## src/hdl/rsd_pkg.sv

```systemverilog
package rsd_pkg;

	// Width of one row element and of one sorted result.
	localparam int DATA_W = 32;

	typedef logic signed [DATA_W-1:0] elem_t;

endpackage

```

## src/hdl/row_sort_descending.sv

```systemverilog
// Channel   Direction  Handshake              Payload
// row       in         row_valid/row_ready    element, row_end
// res       out        res_valid/res_ready    sorted_value, run_end, overflowed
//
// Elements are stored while the buffer has room. After the element that ends a row
// of n stored elements, one comparator walks the row buffer once per result, paced
// by the single RAM read port; pass p picks the largest of stored positions p to n-1.
// Each pass hands its largest value to the result register; a pass waits there while
// the previous result has not been taken. row_ready is low from the row end until the
// last result is loaded. Reset clears the control state; the buffer is not cleared.
module row_sort_descending import rsd_pkg::*; #(
	parameter int MAX_COLS = 16
) (
	input  logic  clk,
	input  logic  arst_n,
	input  logic  row_valid,
	output logic  row_ready,
	input  elem_t element,
	input  logic  row_end,
	output logic  res_valid,
	input  logic  res_ready,
	output elem_t sorted_value,
	output logic  run_end,
	output logic  overflowed
);

	localparam int AW = $clog2(MAX_COLS);
	localparam int CW = $clog2(MAX_COLS + 1);

	typedef enum logic [2:0] {
		ST_LOAD,
		ST_START,
		ST_READ_P,
		ST_SCAN,
		ST_PUSH
	} state_t;

	state_t          state_q;
	logic [CW-1:0]   fill_q;
	logic            ovf_q;
	logic [CW-1:0]   p_q;
	logic [CW-1:0]   q_q;
	elem_t           cur_q;
	logic            res_valid_q;
	elem_t           res_value_q;
	logic            res_last_q;
	logic            res_ovf_q;

	logic [CW-1:0]   p_next;
	logic [CW-1:0]   q_next;
	logic            row_take;
	logic            row_full;
	logic            res_free;
	logic            res_load;
	logic            swap;
	logic            ram_we;
	logic [AW-1:0]   ram_waddr;
	elem_t           ram_wdata;
	logic [AW-1:0]   ram_raddr;
	logic [DATA_W-1:0] ram_rdata;

	assign p_next    = p_q + CW'(1);
	assign q_next    = q_q + CW'(1);
	assign row_ready = (state_q == ST_LOAD);
	assign row_take  = row_valid && row_ready;
	assign row_full  = (fill_q >= CW'(MAX_COLS));
	assign res_free  = !res_valid_q || res_ready;
	assign res_load  = (state_q == ST_PUSH) && res_free;
	assign swap      = (state_q == ST_SCAN) && (cur_q < $signed(ram_rdata));

	// Buffer port selection: loading writes the next slot, a scan writes back the
	// displaced value and reads one position ahead.
	always_comb begin
		ram_we    = 1'b0;
		ram_waddr = fill_q[AW-1:0];
		ram_wdata = element;
		ram_raddr = p_q[AW-1:0];
		case (state_q)
			ST_LOAD: begin
				ram_we = row_take && !row_full;
			end
			ST_READ_P: begin
				ram_raddr = p_next[AW-1:0];
			end
			ST_SCAN: begin
				ram_we    = swap;
				ram_waddr = q_q[AW-1:0];
				ram_wdata = cur_q;
				ram_raddr = q_next[AW-1:0];
			end
			default: begin
				ram_raddr = p_q[AW-1:0];
			end
		endcase
	end

	rsd_ram #(
		.WIDTH(DATA_W),
		.DEPTH(MAX_COLS)
	) u_row_buf (
		.clk    (clk),
		.wr_en  (ram_we),
		.wr_addr(ram_waddr),
		.wr_data(ram_wdata),
		.rd_addr(ram_raddr),
		.rd_data(ram_rdata)
	);

	// Sequencer, comparator register and result register.
	always_ff @(posedge clk or negedge arst_n) begin
		if (!arst_n) begin
			state_q     <= ST_LOAD;
			fill_q      <= '0;
			ovf_q       <= 1'b0;
			p_q         <= '0;
			q_q         <= '0;
			cur_q       <= '0;
			res_valid_q <= 1'b0;
			res_value_q <= '0;
			res_last_q  <= 1'b0;
			res_ovf_q   <= 1'b0;
		end else begin
			// The result register fills from a finished pass or empties when taken.
			if (res_load) begin
				res_valid_q <= 1'b1;
			end else if (res_valid_q && res_ready) begin
				res_valid_q <= 1'b0;
			end
			case (state_q)
				ST_LOAD: begin
					if (row_take) begin
						if (row_full) begin
							ovf_q <= 1'b1;
						end else begin
							fill_q <= fill_q + CW'(1);
						end
						if (row_end) begin
							p_q     <= '0;
							state_q <= ST_START;
						end
					end
				end
				ST_START: begin
					state_q <= ST_READ_P;
				end
				ST_READ_P: begin
					cur_q <= $signed(ram_rdata);
					q_q   <= p_next;
					if (p_next < fill_q) begin
						state_q <= ST_SCAN;
					end else begin
						state_q <= ST_PUSH;
					end
				end
				ST_SCAN: begin
					if (swap) begin
						cur_q <= $signed(ram_rdata);
					end
					q_q <= q_next;
					if (q_next >= fill_q) begin
						state_q <= ST_PUSH;
					end
				end
				ST_PUSH: begin
					if (res_load) begin
						res_value_q <= cur_q;
						res_last_q  <= (p_next == fill_q);
						res_ovf_q   <= ovf_q;
						if (p_next == fill_q) begin
							fill_q  <= '0;
							ovf_q   <= 1'b0;
							state_q <= ST_LOAD;
						end else begin
							p_q     <= p_next;
							state_q <= ST_START;
						end
					end
				end
				default: begin
					state_q <= ST_LOAD;
				end
			endcase
		end
	end

	assign res_valid    = res_valid_q;
	assign sorted_value = res_value_q;
	assign run_end      = res_last_q;
	assign overflowed   = res_ovf_q;

endmodule

```

## src/hdl/rsd_ram.sv

```systemverilog
module rsd_ram #(
	parameter int WIDTH = 32,
	parameter int DEPTH = 16
) (
	input  logic                     clk,
	input  logic                     wr_en,
	input  logic [$clog2(DEPTH)-1:0] wr_addr,
	input  logic [WIDTH-1:0]         wr_data,
	input  logic [$clog2(DEPTH)-1:0] rd_addr,
	output logic [WIDTH-1:0]         rd_data
);

	logic [WIDTH-1:0] mem [DEPTH];
	logic [WIDTH-1:0] rd_data_q;

	// One write port and one read port; the read data is registered.
	always_ff @(posedge clk) begin
		if (wr_en) begin
			mem[wr_addr] <= wr_data;
		end
		rd_data_q <= mem[rd_addr];
	end

	assign rd_data = rd_data_q;

endmodule

```

## config.mk

```make
export PLATFORM = sky130hd
export DESIGN_NAME = row_sort_descending
export DESIGN_NICKNAME = d
export VERILOG_FILES = /design/src/hdl/rsd_pkg.sv /design/src/hdl/row_sort_descending.sv /design/src/hdl/rsd_ram.sv
export SDC_FILE = /design/constraint.sdc
export NUM_CORES = 1
export LEC_CHECK = 0
export BUFFER_PORTS_ARGS = -buffer_cell sky130_fd_sc_hd__buf_2
export CORE_ASPECT_RATIO = 0.5
export CORE_MARGIN = 1
export CORE_UTILIZATION = 36
export DETAILED_ROUTE_END_ITERATION = 6
export HOLD_SLACK_MARGIN = 0.06
export PLACE_DENSITY = 0.55
export SETUP_SLACK_MARGIN = 0.05
export SYNTH_ARGS = -nofsm -noshare
export SYNTH_HDL_FRONTEND = slang
export SYNTH_SLANG_ARGS = --single-unit
```

## constraint.sdc

```tcl
create_clock -name clk -period 4.55 [get_ports clk]
set_input_delay 0 -clock clk [delete_from_list [all_inputs] [get_ports clk]]
set_output_delay 0 -clock clk [all_outputs]
set_load 0.02 [all_outputs]
```

==> flow_summary.toml <==
[placed_design]
dp_worst_setup_slack_ns = 0.794
place.detailed.instances = 2833
globalplace.congestion = 0.756
hpwlAfterDp_mm = 35.3
place.port_buffers = 72

[synthesis]
synth.largest_area_cell = "sky130_fd_sc_hd__edfxtp_1"
synth-main-ff-cell = "sky130_fd_sc_hd__edfxtp_1"
postSynthRegisterBits = 630
proportion_of_synthesized_flip_flops_having_asynchronous_set_or_reset_pct = 13.7
synth_edf_count = 512
synth-simple-area-share_pct = 8.53
syn-cell-area_mm2 = 0.0261
yosys.area.top_type_share_pct = 58.9
synth_commonest_cells = "512 x sky130_fd_sc_hd__edfxtp_1, 282 x sky130_fd_sc_hd__nand2_1, 163 x sky130_fd_sc_hd__a211oi_1"
synth_seq_area_share_pct = 69.6
postSynthNetCount = 1946
netlist-cell-type-count = 50
synth_top_family_by_area = "compound AO/OA/AOI/OAI gates"
post_synthesis_mean_instance_area_um2 = 14.0
yosys-top-cells-area = "sky130_fd_sc_hd__edfxtp_1 59%, sky130_fd_sc_hd__dfrtp_1 8.2%, sky130_fd_sc_hd__a211oi_1 4.7%"
synth_fa_ha_area_share_pct = 2.11
yosysMostFrequentCell = "sky130_fd_sc_hd__edfxtp_1"
area_fraction_in_compound_gates_after_synthesis_pct = 11.8
yosys-mux-area-fraction_pct = 4.73
synthXorXnorAreaFrac_pct = 0.269
synthCells = 1865
yosysWarnings = 0

[cts]
cts_resized = 0
clkSinkCount = 630
insertion_delay_ns = 0.63
postCtsSetupRepairBufs = 0
maximum_level_of_the_cts_h_tree = 2
numCtsBuffers = 59
cts-root-to-sink-buffers = 3
cts_hold_buf = 40
tritoncts = "done"
root_buffer = "sky130_fd_sc_hd__clkbuf_16"
worst_setup_hold_path_clk_slew_ns = 0.06

[layout]
layout.nets = 2057
layout.cells.non_filler = 2984
nFillCells = 6481
drive_above_1_share_pct = 17.0
area_growth_from_synthesis_to_layout_pct = 16.1
antennaDiodeCount = 0
final_core_util_pct = 42.5

[sta]
fin_crit_sh_pct = 84.2
final.min_clock_period_ns = 3.83
setup_ws_ns = 0.719
relSlewSlack_pct = 24.9
fin_worst_skew_ns = 0.0229
timing.final.hold_violations = 0
max_slew.worst_pin.slew_ns = 1.11
fin_tns_setup_ns = 0
slew_violations = 0
grt_setup_unrepaired = "false"
setup_viol = 0
max_freq_mhz = 261

[min_path]
timing.hold.worst.class = "input pin to register"

[grt]
grt_antenna_before_repair = 1
grt_first_pass_wirelength_mm = 93.6
via_count_of_the_first_global_routing_pass = 15100
largest_net_degree_at_the_start_of_global_routing = 89
track_usage_pct = 16.7
global_route.overflow_total = 0

[pwr]
cell_int_power_mw = 13.6
pwr-share-clk_pct = 22.2
power.share.sequential_pct = 35.9
power.share.combinational_pct = 41.9
ir_worst_vdd_uv = 455
static-leakage-power_nw = 10.6
power_per_cell_area_mw_per_mm2 = 731
net-switching-power_mw = 8.53
power_switching_share_pct = 38.5
report.power.total_mw = 22.1

[route]
wire_length_after_detailed_routing_mm = 60.8
routedWlPerCell_um = 20.4
drt_first_pass_iters = 7
detail_route.iter0.violations = 1005
drcViolationCount = 6
via_per_inst = 5.18
drt.antenna.violating_nets = 0
vias = 15500

[worst_setup_path]
crit_path_max_fanout = 23
worst-endpoint-required_ns = 4.86
endpoint_kind = "register"
worst-endpoint-arrival_ns = 4.14
startpoint_type = "register"
worstSetupPathType = "register to register"

[run]
cap_violations = 0

[die]
floorplan.core_area_mm2 = 0.0713
placement_rows = 69
total_die_area_mm2 = 0.0736
boundaryPins = 73
fp.dieW_um = 383
die_ht_um = 192
floorplan.initialDensity_pct = 36.6

[run_status]
status = "finished with violations"
failing_checks = "design-rule violations"
-- final cells by class --
class	instances	area, um^2	share of cell area [%]
clock buffers	73	1560	5.15
clock inverters	38	357	1.18
well taps	958	1200	3.96
multi-input cells	1073	7400	24.4
repair buffers	172	1470	4.85
flip-flops and latches	630	18200	60.0
inverters	40	150	0.496
-- cell families (layout without fill, tap and decap cells) --
group           count (synthesis)  in the layout
flops                         630            630
simple gates                  479            479
compound gates                442            442
buf+inv                       162            323
mux                           100            100
fa+ha+maj                      44             44
xor+xnor                        8              8
-- critical path, cell delays in order (launching register included) --
cell and delay (ns):
sky130_fd_sc_hd__dfrtp_1 0.41, sky130_fd_sc_hd__ha_1 0.32, sky130_fd_sc_hd__a21oi_1 0.13, sky130_fd_sc_hd__o21ai_0 0.28, sky130_fd_sc_hd__a21o_1 0.33, sky130_fd_sc_hd__o311a_1 0.40
sky130_fd_sc_hd__o21ai_0 0.40, sky130_fd_sc_hd__nand3_1 0.43, sky130_fd_sc_hd__a21oi_4 0.55, sky130_fd_sc_hd__buf_12 0.27
-- metal layers --
metal  share of wire [%]  GRT usage (%)  vias to the layer above
met2                  45           26.1                      256
met5                   0              0                        -
met1                  49           24.4                     7815
li1                    -              -                     7305
met3                 4.2           2.15                       85
met4                 2.2           4.55                        0
-- worst paths after layout --
path                                      startpoint                             end  slack, ns  depth (start not counted)
min in group asynchronous                     arst_n    sorted_value[27]$_DFFE_PN0P_       0.48                          4
max in group asynchronous                     arst_n     sorted_value[3]$_DFFE_PN0P_       3.43                          4
worst max-delay path            cur_q[5]$_DFFE_PN0P_  u_row_buf.mem[3][20]$_DFFE_PP_       0.72                          9
worst max register to register  cur_q[5]$_DFFE_PN0P_  u_row_buf.mem[3][20]$_DFFE_PP_       0.72                          9
worst min-delay path                       res_ready           res_valid$_DFFE_PN0P_       0.29                          4
worst min register to register   run_end$_DFFE_PN0P_             run_end$_DFFE_PN0P_       0.49                          1
-- metrics by stage --
step	cell area (um^2)	hold slack (ns)
finish	30300	0.294
global route	30300	0.311
CTS	30300	0.253
detailed placement	28000	0.0778
global placement	28000	0.0688
floorplan	26100	-0.296
-- cell usage in the layout, fill, tap and decap left out, types with 3 or more instances in the layout --
cell                              n
sky130_fd_sc_hd__and2_0          13
sky130_fd_sc_hd__and2_1         115
sky130_fd_sc_hd__clkbuf_16       60
sky130_fd_sc_hd__xnor2_1          6
sky130_fd_sc_hd__dfxtp_1         32
sky130_fd_sc_hd__dlygate4sd3_1   39
sky130_fd_sc_hd__inv_1           40
sky130_fd_sc_hd__a22o_1           3
sky130_fd_sc_hd__edfxtp_1       512
sky130_fd_sc_hd__mux2_4          30
sky130_fd_sc_hd__buf_4           42
sky130_fd_sc_hd__nor3_1           6
sky130_fd_sc_hd__buf_2           71
sky130_fd_sc_hd__a31oi_1         68
sky130_fd_sc_hd__nor2_1          21
sky130_fd_sc_hd__bufinv_16        6
sky130_fd_sc_hd__clkbuf_1        12
sky130_fd_sc_hd__a21oi_4         17
sky130_fd_sc_hd__a21o_1           8
sky130_fd_sc_hd__a311oi_1        64
sky130_fd_sc_hd__o21ai_0         18
sky130_fd_sc_hd__o21a_1           4
sky130_fd_sc_hd__nor3b_1          6
sky130_fd_sc_hd__a211oi_1       163
sky130_fd_sc_hd__mux2_2          67
sky130_fd_sc_hd__buf_12          19
sky130_fd_sc_hd__clkinv_1        13
sky130_fd_sc_hd__nand2_1        281
sky130_fd_sc_hd__ha_1            44
sky130_fd_sc_hd__a21oi_1         79
sky130_fd_sc_hd__nand2b_1         5
sky130_fd_sc_hd__dfrtp_1         86
sky130_fd_sc_hd__o22ai_1          3
sky130_fd_sc_hd__nand3_1         18
sky130_fd_sc_hd__nand4_1          5
sky130_fd_sc_hd__clkinv_2        16
-- registers in the layout (all words and copies together), names as in the netlist --
name               flops
cur_q                 32
fill_q                 5
overflowed             1
ovf_q                  1
p_q                    5
q_q                    5
res_valid              1
run_end                1
sorted_value          32
state_q                3
u_row_buf.mem        512
u_row_buf.rd_data     32
-- power by group through the flow --
| stage | logic [mW] | clock network, mW | registers, mW |
|---|---|---|---|
| finish | 9.28 | 4.91 | 7.95 |
| global route | 10.3 | 5.26 | 8.04 |
| CTS | 9.40 | 5.03 | 7.95 |
| detailed placement | 9.32 | 0 | 8.07 |
| global placement | 9.28 | 0 | 8.04 |
| floorplan | 6.45 | 0 | 8.07 |
No activity file was read; power rests on OpenSTA's default activity.
